<file path="config.mk">
export PLATFORM = sky130hd
export DESIGN_NAME = scancode_set1_to_ascii_decoder
export DESIGN_NICKNAME = d
export VERILOG_FILES = /design/src/rtl/sc1asc_pkg.sv /design/src/rtl/scancode_set1_to_ascii_decoder.sv /design/src/rtl/sc1asc_decode.sv
export SDC_FILE = /design/constraint.sdc
export NUM_CORES = 1
export LEC_CHECK = 0
export ABC_AREA = 1
export BUFFER_PORTS_ARGS = -buffer_cell sky130_fd_sc_hd__buf_4
export CAP_MARGIN = 20
export CORE_MARGIN = 1.5
export CORE_UTILIZATION = 45
export CTS_BUF_LIST = sky130_fd_sc_hd__clkbuf_16
export DETAILED_ROUTE_END_ITERATION = 10
export GPL_TIMING_DRIVEN = 0
export PLACE_DENSITY_LB_ADDON = 0.15
export SLEW_MARGIN = 30
export SYNTH_ARGS = -nofsm -noshare
export SYNTH_HDL_FRONTEND = slang
export SYNTH_SLANG_ARGS = --single-unit
</file>
<file path="constraint.sdc">
create_clock -name clk -period 5 [get_ports clk]
set_clock_uncertainty 0.1 [all_clocks]
set_input_delay 0.5 -clock clk [delete_from_list [all_inputs] [get_ports clk]]
set_output_delay 0.5 -clock clk [all_outputs]
set_load 0.02 [all_outputs]
</file>
<file path="src/rtl/sc1asc_pkg.sv">
// ----------------------------------------------------------------------------
// sc1asc_pkg
// Shared types, scan codes and the US layout key tables for the set 1 decoder.
// ----------------------------------------------------------------------------
package sc1asc_pkg;

	localparam logic [7:0] SC_PREFIX     = 8'hE0;
	localparam logic [7:0] SC_RELEASE    = 8'h80;
	localparam logic [6:0] SC_ESC        = 7'h01;
	localparam logic [6:0] SC_CTRL       = 7'h1D;
	localparam logic [6:0] SC_LSHIFT     = 7'h2A;
	localparam logic [6:0] SC_RSHIFT     = 7'h36;
	localparam logic [6:0] NUM_MAIN_KEYS = 7'h3A;
	localparam logic [6:0] ASCII_ESC     = 7'h1B;
	localparam logic [6:0] ASCII_CASE    = 7'h20;
	localparam logic [6:0] ASCII_CTRL    = 7'h40;
	localparam logic [6:0] ASCII_CTRL_HI = 7'h5F;

	typedef struct packed {
		logic prefix;
		logic ctrl;
		logic shift;
	} flags_t;

	typedef struct packed {
		logic       emit;
		logic [6:0] chr;
		flags_t     flags;
	} dec_t;

	function automatic logic [6:0] plain_char(input logic [5:0] code);
		logic [6:0] c;
		begin
			case (code)
				6'h02: c = 7'h31;
				6'h03: c = 7'h32;
				6'h04: c = 7'h33;
				6'h05: c = 7'h34;
				6'h06: c = 7'h35;
				6'h07: c = 7'h36;
				6'h08: c = 7'h37;
				6'h09: c = 7'h38;
				6'h0A: c = 7'h39;
				6'h0B: c = 7'h30;
				6'h0C: c = 7'h2D;
				6'h0D: c = 7'h3D;
				6'h0E: c = 7'h08;
				6'h0F: c = 7'h09;
				6'h10: c = 7'h71;
				6'h11: c = 7'h77;
				6'h12: c = 7'h65;
				6'h13: c = 7'h72;
				6'h14: c = 7'h74;
				6'h15: c = 7'h79;
				6'h16: c = 7'h75;
				6'h17: c = 7'h69;
				6'h18: c = 7'h6F;
				6'h19: c = 7'h70;
				6'h1A: c = 7'h5B;
				6'h1B: c = 7'h5D;
				6'h1C: c = 7'h0A;
				6'h1E: c = 7'h61;
				6'h1F: c = 7'h73;
				6'h20: c = 7'h64;
				6'h21: c = 7'h66;
				6'h22: c = 7'h67;
				6'h23: c = 7'h68;
				6'h24: c = 7'h6A;
				6'h25: c = 7'h6B;
				6'h26: c = 7'h6C;
				6'h27: c = 7'h3B;
				6'h28: c = 7'h27;
				6'h29: c = 7'h60;
				6'h2B: c = 7'h5C;
				6'h2C: c = 7'h7A;
				6'h2D: c = 7'h78;
				6'h2E: c = 7'h63;
				6'h2F: c = 7'h76;
				6'h30: c = 7'h62;
				6'h31: c = 7'h6E;
				6'h32: c = 7'h6D;
				6'h33: c = 7'h2C;
				6'h34: c = 7'h2E;
				6'h35: c = 7'h2F;
				6'h37: c = 7'h2A;
				6'h39: c = 7'h20;
				default: c = 7'h00;
			endcase
			return c;
		end
	endfunction

	function automatic logic [6:0] shift_char(input logic [5:0] code);
		logic [6:0] c;
		begin
			case (code)
				6'h02: c = 7'h21;
				6'h03: c = 7'h40;
				6'h04: c = 7'h23;
				6'h05: c = 7'h24;
				6'h06: c = 7'h25;
				6'h07: c = 7'h5E;
				6'h08: c = 7'h26;
				6'h09: c = 7'h2A;
				6'h0A: c = 7'h28;
				6'h0B: c = 7'h29;
				6'h0C: c = 7'h5F;
				6'h0D: c = 7'h2B;
				6'h0E: c = 7'h08;
				6'h0F: c = 7'h09;
				6'h10: c = 7'h51;
				6'h11: c = 7'h57;
				6'h12: c = 7'h45;
				6'h13: c = 7'h52;
				6'h14: c = 7'h54;
				6'h15: c = 7'h59;
				6'h16: c = 7'h55;
				6'h17: c = 7'h49;
				6'h18: c = 7'h4F;
				6'h19: c = 7'h50;
				6'h1A: c = 7'h7B;
				6'h1B: c = 7'h7D;
				6'h1C: c = 7'h0A;
				6'h1E: c = 7'h41;
				6'h1F: c = 7'h53;
				6'h20: c = 7'h44;
				6'h21: c = 7'h46;
				6'h22: c = 7'h47;
				6'h23: c = 7'h48;
				6'h24: c = 7'h4A;
				6'h25: c = 7'h4B;
				6'h26: c = 7'h4C;
				6'h27: c = 7'h3A;
				6'h28: c = 7'h22;
				6'h29: c = 7'h7E;
				6'h2B: c = 7'h7C;
				6'h2C: c = 7'h5A;
				6'h2D: c = 7'h58;
				6'h2E: c = 7'h43;
				6'h2F: c = 7'h56;
				6'h30: c = 7'h42;
				6'h31: c = 7'h4E;
				6'h32: c = 7'h4D;
				6'h33: c = 7'h3C;
				6'h34: c = 7'h3E;
				6'h35: c = 7'h3F;
				6'h37: c = 7'h2A;
				6'h39: c = 7'h20;
				default: c = 7'h00;
			endcase
			return c;
		end
	endfunction

	function automatic logic [6:0] control_char(input logic [6:0] base);
		logic [6:0] s;
		begin
			s = base;
			if (s >= 7'h61 && s <= 7'h7A) begin
				s = s - ASCII_CASE;
			end
			if (s == 7'h2D) begin
				s = 7'h5F;
			end
			if (s == 7'h60) begin
				s = 7'h40;
			end
			if (s >= ASCII_CTRL && s <= ASCII_CTRL_HI) begin
				return s - ASCII_CTRL;
			end
			return base;
		end
	endfunction

endpackage

</file>
<file path="src/rtl/scancode_set1_to_ascii_decoder.sv">
// ----------------------------------------------------------------------------
// scancode_set1_to_ascii_decoder
// Turns keyboard scan code set 1 bytes into US layout ASCII characters,
// tracking the extended prefix, control and shift.
// ----------------------------------------------------------------------------
//  channel   signals                          item
//  in        in_valid, in_stall, scan_byte    one raw scan byte
//  out       out_valid, out_stall, char_code  one ASCII character, 0 or 1 per byte
//
//  A byte is registered on entry and decoded from that register; its
//  character (if any) is loaded into the output register when the output is free.
//  One byte is accepted every cycle while the output is not stalled.
//  A stalled output holds its character; the input stalls only when a byte
//  is waiting behind it. Reset clears the prefix, control and shift flags.
// ----------------------------------------------------------------------------
module scancode_set1_to_ascii_decoder
	import sc1asc_pkg::*;
(
	input  logic       clk,
	input  logic       arst_n,
	input  logic       in_valid,
	output logic       in_stall,
	input  logic [7:0] scan_byte,
	output logic       out_valid,
	input  logic       out_stall,
	output logic [6:0] char_code
);

	logic       valid_s1;
	logic [7:0] byte_s1;
	flags_t     flags_q;
	logic       out_valid_q;
	logic [6:0] char_q;
	logic       out_free;
	logic       adv;
	dec_t       dec;

	assign out_free  = !out_valid_q || !out_stall;
	assign adv       = valid_s1 && out_free;
	assign in_stall  = valid_s1 && !out_free;
	assign out_valid = out_valid_q;
	assign char_code = char_q;

	sc1asc_decode u_decode (
		.scan_byte (byte_s1),
		.flags     (flags_q),
		.dec       (dec)
	);

	always_ff @(posedge clk or negedge arst_n) begin
		if (!arst_n) begin
			valid_s1    <= 1'b0;
			flags_q     <= '0;
			out_valid_q <= 1'b0;
		end else begin
			if (!in_stall) begin
				valid_s1 <= in_valid;
			end
			if (adv) begin
				flags_q <= dec.flags;
			end
			if (out_free) begin
				out_valid_q <= adv && dec.emit;
			end
		end
	end

	always_ff @(posedge clk) begin
		if (!in_stall && in_valid) begin
			byte_s1 <= scan_byte;
		end
		if (out_free && adv && dec.emit) begin
			char_q <= dec.chr;
		end
	end

`ifndef ASSERT_OFF
	a_stall_only_when_blocked: assert property (@(posedge clk) disable iff (!arst_n)
		in_stall |-> (valid_s1 && out_valid && out_stall))
		else $error("input stalled without a blocked output");

	a_prefix_swallows: assert property (@(posedge clk) disable iff (!arst_n)
		(adv && flags_q.prefix) |=> (!out_valid && !flags_q.prefix))
		else $error("byte after prefix produced a character or kept the prefix");

	a_flags_hold_when_idle: assert property (@(posedge clk) disable iff (!arst_n)
		!adv |=> $stable(flags_q))
		else $error("modifier flags changed without a decoded byte");
`endif

endmodule

</file>
<file path="src/rtl/sc1asc_decode.sv">
// ----------------------------------------------------------------------------
// sc1asc_decode
// Decodes one scan byte against the current modifier flags into an optional
// character and the next flag values.
// ----------------------------------------------------------------------------
module sc1asc_decode
	import sc1asc_pkg::*;
(
	input  logic [7:0] scan_byte,
	input  flags_t     flags,
	output dec_t       dec
);

	logic [6:0] code;
	logic       down;
	logic [6:0] base;
	logic [6:0] shifted;

	assign code    = scan_byte[6:0];
	assign down    = (scan_byte & SC_RELEASE) == 8'h00;
	assign base    = plain_char(code[5:0]);
	assign shifted = shift_char(code[5:0]);

	always_comb begin
		dec.emit  = 1'b0;
		dec.chr   = 7'h00;
		dec.flags = flags;
		if (flags.prefix) begin
			dec.flags.prefix = 1'b0;
		end else if (scan_byte == SC_PREFIX) begin
			dec.flags.prefix = 1'b1;
		end else if (code == SC_CTRL) begin
			dec.flags.ctrl = down;
		end else if (code == SC_LSHIFT || code == SC_RSHIFT) begin
			dec.flags.shift = down;
		end else if (!down) begin
			dec.emit = 1'b0;
		end else if (code == SC_ESC) begin
			dec.emit = 1'b1;
			dec.chr  = ASCII_ESC;
		end else if (code < NUM_MAIN_KEYS && base != 7'h00) begin
			dec.emit = 1'b1;
			if (flags.ctrl) begin
				dec.chr = control_char(base);
			end else if (flags.shift) begin
				dec.chr = shifted;
			end else begin
				dec.chr = base;
			end
		end
	end

endmodule

</file>
## Yosys cells after proc, flatten, opt, wreduce, memory -nomap -nowiden

Memory sizes are Yosys's and may differ from the RTL's. A register that Yosys moved wholly into a read port is not among the register bits.
Index checks and enable logic that the tools add are counted.

- Bits in registers: 20
- Memory bits (read-only): 896
- Bits of input ports: 12
- Output and inout port bits: 9
- Word-level logic and storage cells: 102
- Memories kept: 2

Memory list:

| name | depth | bits a word | rd ports | clocked after Yosys merged registers in | write ports | line | text |
|---|---|---|---|---|---|---|---|
| (no name shown) | 64 | 7 | 1 | 1 | 0 | sc1asc_pkg.sv:96 | `case (code)` |
| (no name shown) | 64 | 7 | 1 | 1 | 0 | sc1asc_pkg.sv:34 | `case (code)` |

- $add $sub $neg: 2
- Magnitude comparators: 5
- Equal/unequal tests: 7
- Mux-type cells: 52
- Bitwise logic cells: 5
- Reductions and logical operators: 21

Operators by type and width:

| kind | count |
|---|---|
| 7-bit 2-to-1 mux | 32 |
| 8-bit 2-to-1 mux | 6 |
| 7-bit by 6-bit equality test with 1-bit output, second input constant | 3 |
| 7-bit greater-or-equal comparator, second input constant | 2 |
| 7-bit <= comparator, second input constant | 2 |
| 1-bit 2-to-1 mux | 12 |
| 6-bit 2-to-1 mux | 2 |
| 1-bit logical AND | 9 |
| 8-bit equality test, second input constant | 1 |
| 8-bit zero test | 1 |
| 7-bit by 1-bit equality test with 1-bit output, second input constant | 1 |
| 7-bit by 5-bit equality test with 1-bit output, second input constant | 1 |
| 7-bit equality test, second input constant | 1 |
| 7-bit by 6-bit < comparator with 1-bit output, second input constant | 1 |
| 7-bit nonzero test | 1 |
| 7-bit OR reduction | 1 |
| 7-bit by 6-bit subtractor with 7-bit output, second input constant | 1 |
| 7-bit subtractor, second input constant | 1 |
| 1-bit NOT | 5 |
| 5-bit AND reduction | 1 |
| 5-bit OR reduction | 1 |
| 1-bit zero test | 4 |
| 4-bit AND reduction | 1 |
| 1-bit logical OR | 2 |

## Logic depth before layout (Yosys ltp)

- Depth after elaboration: 52
- Mapped depth: 17
- Mapped depth without buffers: 17

## By module

Synthesis repeated with hierarchy kept, for this count alone.

- Cells, all modules: 367
- Area total of the unflattened synthesis: 2,265.9 sq um

By module, submodules not included:

| module | instances | cells an instance | area an instance (sq um) | sequential area each (sq um) |
|---|---|---|---|---|
| sc1asc_decode | 1 | 327 | 1,609.0 | 0.0 |
| scancode_set1_to_ascii_decoder | 1 | 40 | 656.9 | 575.6 |

## Worst setup path after synthesis

OpenSTA, ideal clock, no wires.

- Path type: input -> register
- Start point: in out_stall
- End point: reg u_decode.shifted[5] (netlist name)
- Arrival: 1.907 ns
- Path slack: 2.935 ns
- Stages: 14
- Buffers on the path: 0
- Cell sequence: nand2_2 > inv_2 > nand2_4 > nand2_8 > inv_2 > nand2_1 > nand2_2 > ha_1 > inv_1 > nor2_1 > nand2_1 > o211ai_1 > nand3_1 > nand2_1

- Cells in the longest elaborated chain, start to end: 7

Ends and longest elaborated chain:

| what | line | text |
|---|---|---|
| start: declaration | scancode_set1_to_ascii_decoder.sv:25 | `input logic out_stall,` |
| 1-bit zero test | scancode_set1_to_ascii_decoder.sv:38 | `assign out_free = !out_valid_q \|\| !out_stall;` |
| 1-bit logical OR | scancode_set1_to_ascii_decoder.sv:38 |  |
| 1-bit zero test | scancode_set1_to_ascii_decoder.sv:40 | `assign in_stall = valid_s1 && !out_free;` |
| 1-bit logical AND | scancode_set1_to_ascii_decoder.sv:40 |  |
| 1-bit zero test | scancode_set1_to_ascii_decoder.sv:69 | `if (!in_stall && in_valid) begin` |
| 1-bit logical AND | scancode_set1_to_ascii_decoder.sv:69 |  |
| 6-bit 2-to-1 mux (no source line) | -- |  |

No other way between the ends.
A chain may end at the register's enable or synchronous reset.

## Worst setup path in the final report

- Start point: reg out_valid_q (netlist: out_valid)
- End point: reg u_decode.shifted[5] (netlist name)

- Cells in the longest elaborated chain, start to end: 7

Ends and longest elaborated chain:

| what | line | text |
|---|---|---|
| start: declaration | scancode_set1_to_ascii_decoder.sv:32 | `logic out_valid_q;` |
| start signal: assignment | scancode_set1_to_ascii_decoder.sv:63 | `out_valid_q <= adv && dec.emit;` |
| 1-bit zero test | scancode_set1_to_ascii_decoder.sv:38 |  |
| 1-bit logical OR | scancode_set1_to_ascii_decoder.sv:38 |  |
| 1-bit zero test | scancode_set1_to_ascii_decoder.sv:40 |  |
| 1-bit logical AND | scancode_set1_to_ascii_decoder.sv:40 |  |
| 1-bit zero test | scancode_set1_to_ascii_decoder.sv:69 |  |
| 1-bit logical AND | scancode_set1_to_ascii_decoder.sv:69 |  |
| 6-bit 2-to-1 mux (no source line) | -- |  |

No other way between the ends.

==> flow_metrics.env <==
export IMPL_grtUsageTotal=0.244
export IMPL_slew_violations=0
export IMPL_wire_per_inst_um=14.1
export IMPL_die_area_um2=6510
export IMPL_overflow=0
export IMPL_p_leak_uw=0.00159
export IMPL_yosysWarningCount=0
export IMPL_syn_avg_cell_area_um2=6.58
export IMPL_cts_root_buf="clkbuf_16"
export IMPL_drive_above_1_share=0.133
export IMPL_place_area_um2=2960
export IMPL_vias=2758
export IMPL_outcome="finished clean"
export IMPL_cts_resized=0
export IMPL_rows=28
export IMPL_multiInputGateArea_um2=1580
export IMPL_fin_util=0.528
export IMPL_final_setup_viol_count=0
export IMPL_finalCriticalPeriod_ns=2.42
export IMPL_swShare=0.354
export IMPL_whs_ns=0.300
export IMPL_p_int_uw=622
export IMPL_cts_htree_levels=2
export IMPL_maxCapViolations=0
export IMPL_numPortBuffers=20
export IMPL_firstDrtPassIters=6
export IMPL_use_met3=0.0375
export IMPL_r2r_cells=14
export IMPL_synth_cells=413
export IMPL_synth_cell_types=30
export IMPL_wirelength_mm=7.27
export IMPL_antenna_found_initial=0
export IMPL_tightest_slew_ns=0.552
export IMPL_synth_area_um2=2720
export IMPL_drtIter0Drc=202
export IMPL_timing_fmax_mhz=414
export IMPL_p_per_area_nw_per_um2=310
export IMPL_rsz0062_at_grt="no"
export IMPL_critPathCaptureType="register"
export IMPL_numCtsBuffers=5
export IMPL_grt_pass1_vias=2549
export IMPL_grt_max_degree=12
export IMPL_clock_latency_ns=0.27
export IMPL_drtAntennaViolNets=0
export IMPL_initial_core_util=0.462
export IMPL_regArea_um2=856
export IMPL_tritoncts="built"
export IMPL_gp_congestion=1.01
export IMPL_tns_ns=0
export IMPL_met2_usage=0.398
export IMPL_layout_worst_path_cycle_share=0.483
export IMPL_hp_class="in -> reg"
export IMPL_required_ns=5.11
export IMPL_fin_nets=465
export IMPL_via_per_inst=5.33
export IMPL_grt_pass1_wl_mm=12.2
export IMPL_relSlewSlack=0.630
export IMPL_clkPwrFrac=0.299
export IMPL_dp_hpwl_mm=5.53
export IMPL_cp_start_kind="register"
export IMPL_peakVddDrop_mv=0.172
export IMPL_fin_cells=517
export IMPL_yosysSeqAreaShare=0.315
export IMPL_drcViolationCount=0
export IMPL_die_width_um=80.7
export IMPL_placedCellCount=508
export IMPL_busiest_layer="met2"
export IMPL_p_seq_frac=0.373
export IMPL_final_hold_viol_count=0
export IMPL_ioPinCount=21
export IMPL_worst_endpoint_arrival_ns=2.53
export IMPL_core_um2=5890
export IMPL_clock_sinks=34
export IMPL_synth_seq_cells=34
export IMPL_clockBufferDepth=2
export IMPL_syn_to_final_growth_pct=14.5
export IMPL_clkTransAtPathRegs_ns=0.06
export IMPL_fillers=609
export IMPL_path_max_fanout=11
export IMPL_synthesis_nets=437
export IMPL_crit_type="reg -> reg"
export IMPL_use_met1=0.320
export IMPL_diodes=0
export IMPL_p_switching_uw=341
export IMPL_combPwrFrac=0.328
export IMPL_die_h_um=80.7
export IMPL_stdcell_area_um2=3110
export IMPL_hold_path_depth=1
-- through the flow --
stage / power (uW) / setup slack [ns]
CTS: 962 / 2.58
floorplan: 587 / 2.93
detailed placement: 673 / 2.37
finish: 963 / 2.58
global route: 1030 / 2.33
global placement: 672 / 2.39
-- layout make-up --
cell class	instances	area share
plain buffers	13	0.0366
clock buffers	5	0.0402
clock inverters	3	0.00483
inverters	44	0.0531
multi-input cells	322	0.508
flip-flops and latches	34	0.275
well taps	75	0.0302
repair buffers	21	0.0515
-- cell usage after synthesis (all sizes together) --
cell type / n / area, um^2
nand3b: 2 / 15.0
a21oi: 12 / 60.1
nor2: 22 / 82.6
a31oi: 1 / 6.26
nand4: 7 / 43.8
dfxtp: 14 / 280
mux2: 2 / 22.5
buf: 12 / 110
ha: 12 / 150
nand2: 169 / 673
o21ai: 26 / 168
inv: 44 / 165
dfrtp: 5 / 125
nand3: 57 / 285
edfxtp: 15 / 450
o211ai: 3 / 22.5
a211oi: 1 / 7.51
nor3: 8 / 45.0
clkbuf: 1 / 3.75
-- logic make-up after synthesis --
| logic type | after synthesis | share of synthesized area |
|---|---|---|
| mux | 2 | 0.00829 |
| flops | 34 | 0.315 |
| simple gates | 265 | 0.421 |
| buf+inv | 57 | 0.103 |
| compound gates | 43 | 0.0972 |
| fa+ha+maj | 12 | 0.0553 |
-- flip-flops by register name (all words and copies together) (netlist names) --
register          count
u_decode.base         7
flags_q               3
out_valid             1
u_decode.shifted      7
byte_s1               8
valid_s1              1
char_code             7
-- path summary, 6_finish.rpt --
check / start / end / slack, ns
setup / recovery: out_valid / u_decode.shifted[5] / 2.58
hold / removal: scan_byte[6] / byte_s1[6] / 0.30
setup reg to reg: out_valid / u_decode.shifted[5] / 2.58
hold reg to reg: flags_q[2] / flags_q[2] / 0.42
max in group asynchronous: arst_n / flags_q[0] / 4.23
min in group asynchronous: arst_n / valid_s1 / 0.46
-- layer usage --
metal	up-vias	part of all wire	routed length (um)
met5	-	0	0
met2	130	0.46	3340
met1	1219	0.45	3270
met3	12	0.072	527
met4	0	0.019	140
li1	1397	-	-
-- worst max-delay path, stage by stage, from the launching register on --
cell,delay (ns)
dfrtp_1,0.38
nand2_2,0.08
inv_2,0.04
nand2_4,0.10
nand2_8,0.09
inv_2,0.20
nand2_1,0.08
nand2_1,0.26
ha_1,0.27
inv_1,0.07
nor2_1,0.22
nand2_1,0.16
o211ai_1,0.12
nand3_1,0.09
nand2_1,0.08
-- cell usage in the layout, fill, tap and decap left out, types with 5 or more instances in the layout --
cell type / synthesis / routed
nor3_1: 7 / 7
clkbuf_16: 0 / 5
nand4_1: 7 / 7
inv_1: 41 / 41
ha_1: 12 / 12
nand2_2: 6 / 6
dfrtp_1: 5 / 5
nor2_1: 22 / 22
o21ai_0: 16 / 16
nand2_1: 161 / 161
nand3_1: 57 / 57
a21oi_1: 12 / 12
buf_4: 4 / 24
edfxtp_1: 15 / 15
dfxtp_1: 14 / 14
-- power by group through the flow --
stage / Clock (uW) / Sequential [uW] / Combinational (uW)
after global placement: 0 / 364 / 308
after detailed placement: 0 / 364 / 308
final: 288 / 359 / 316
after floorplan: 0 / 359 / 228
after CTS: 293 / 359 / 310
after global routing: 308 / 364 / 358
-- what timing repair did --
action / in CTS / in global routing
setup buffers: 0 / 0
hold buffers: 1 / 0
hold endpoints to repair: 5 / 0
Note: power is estimated with default switching activity, not from simulation.
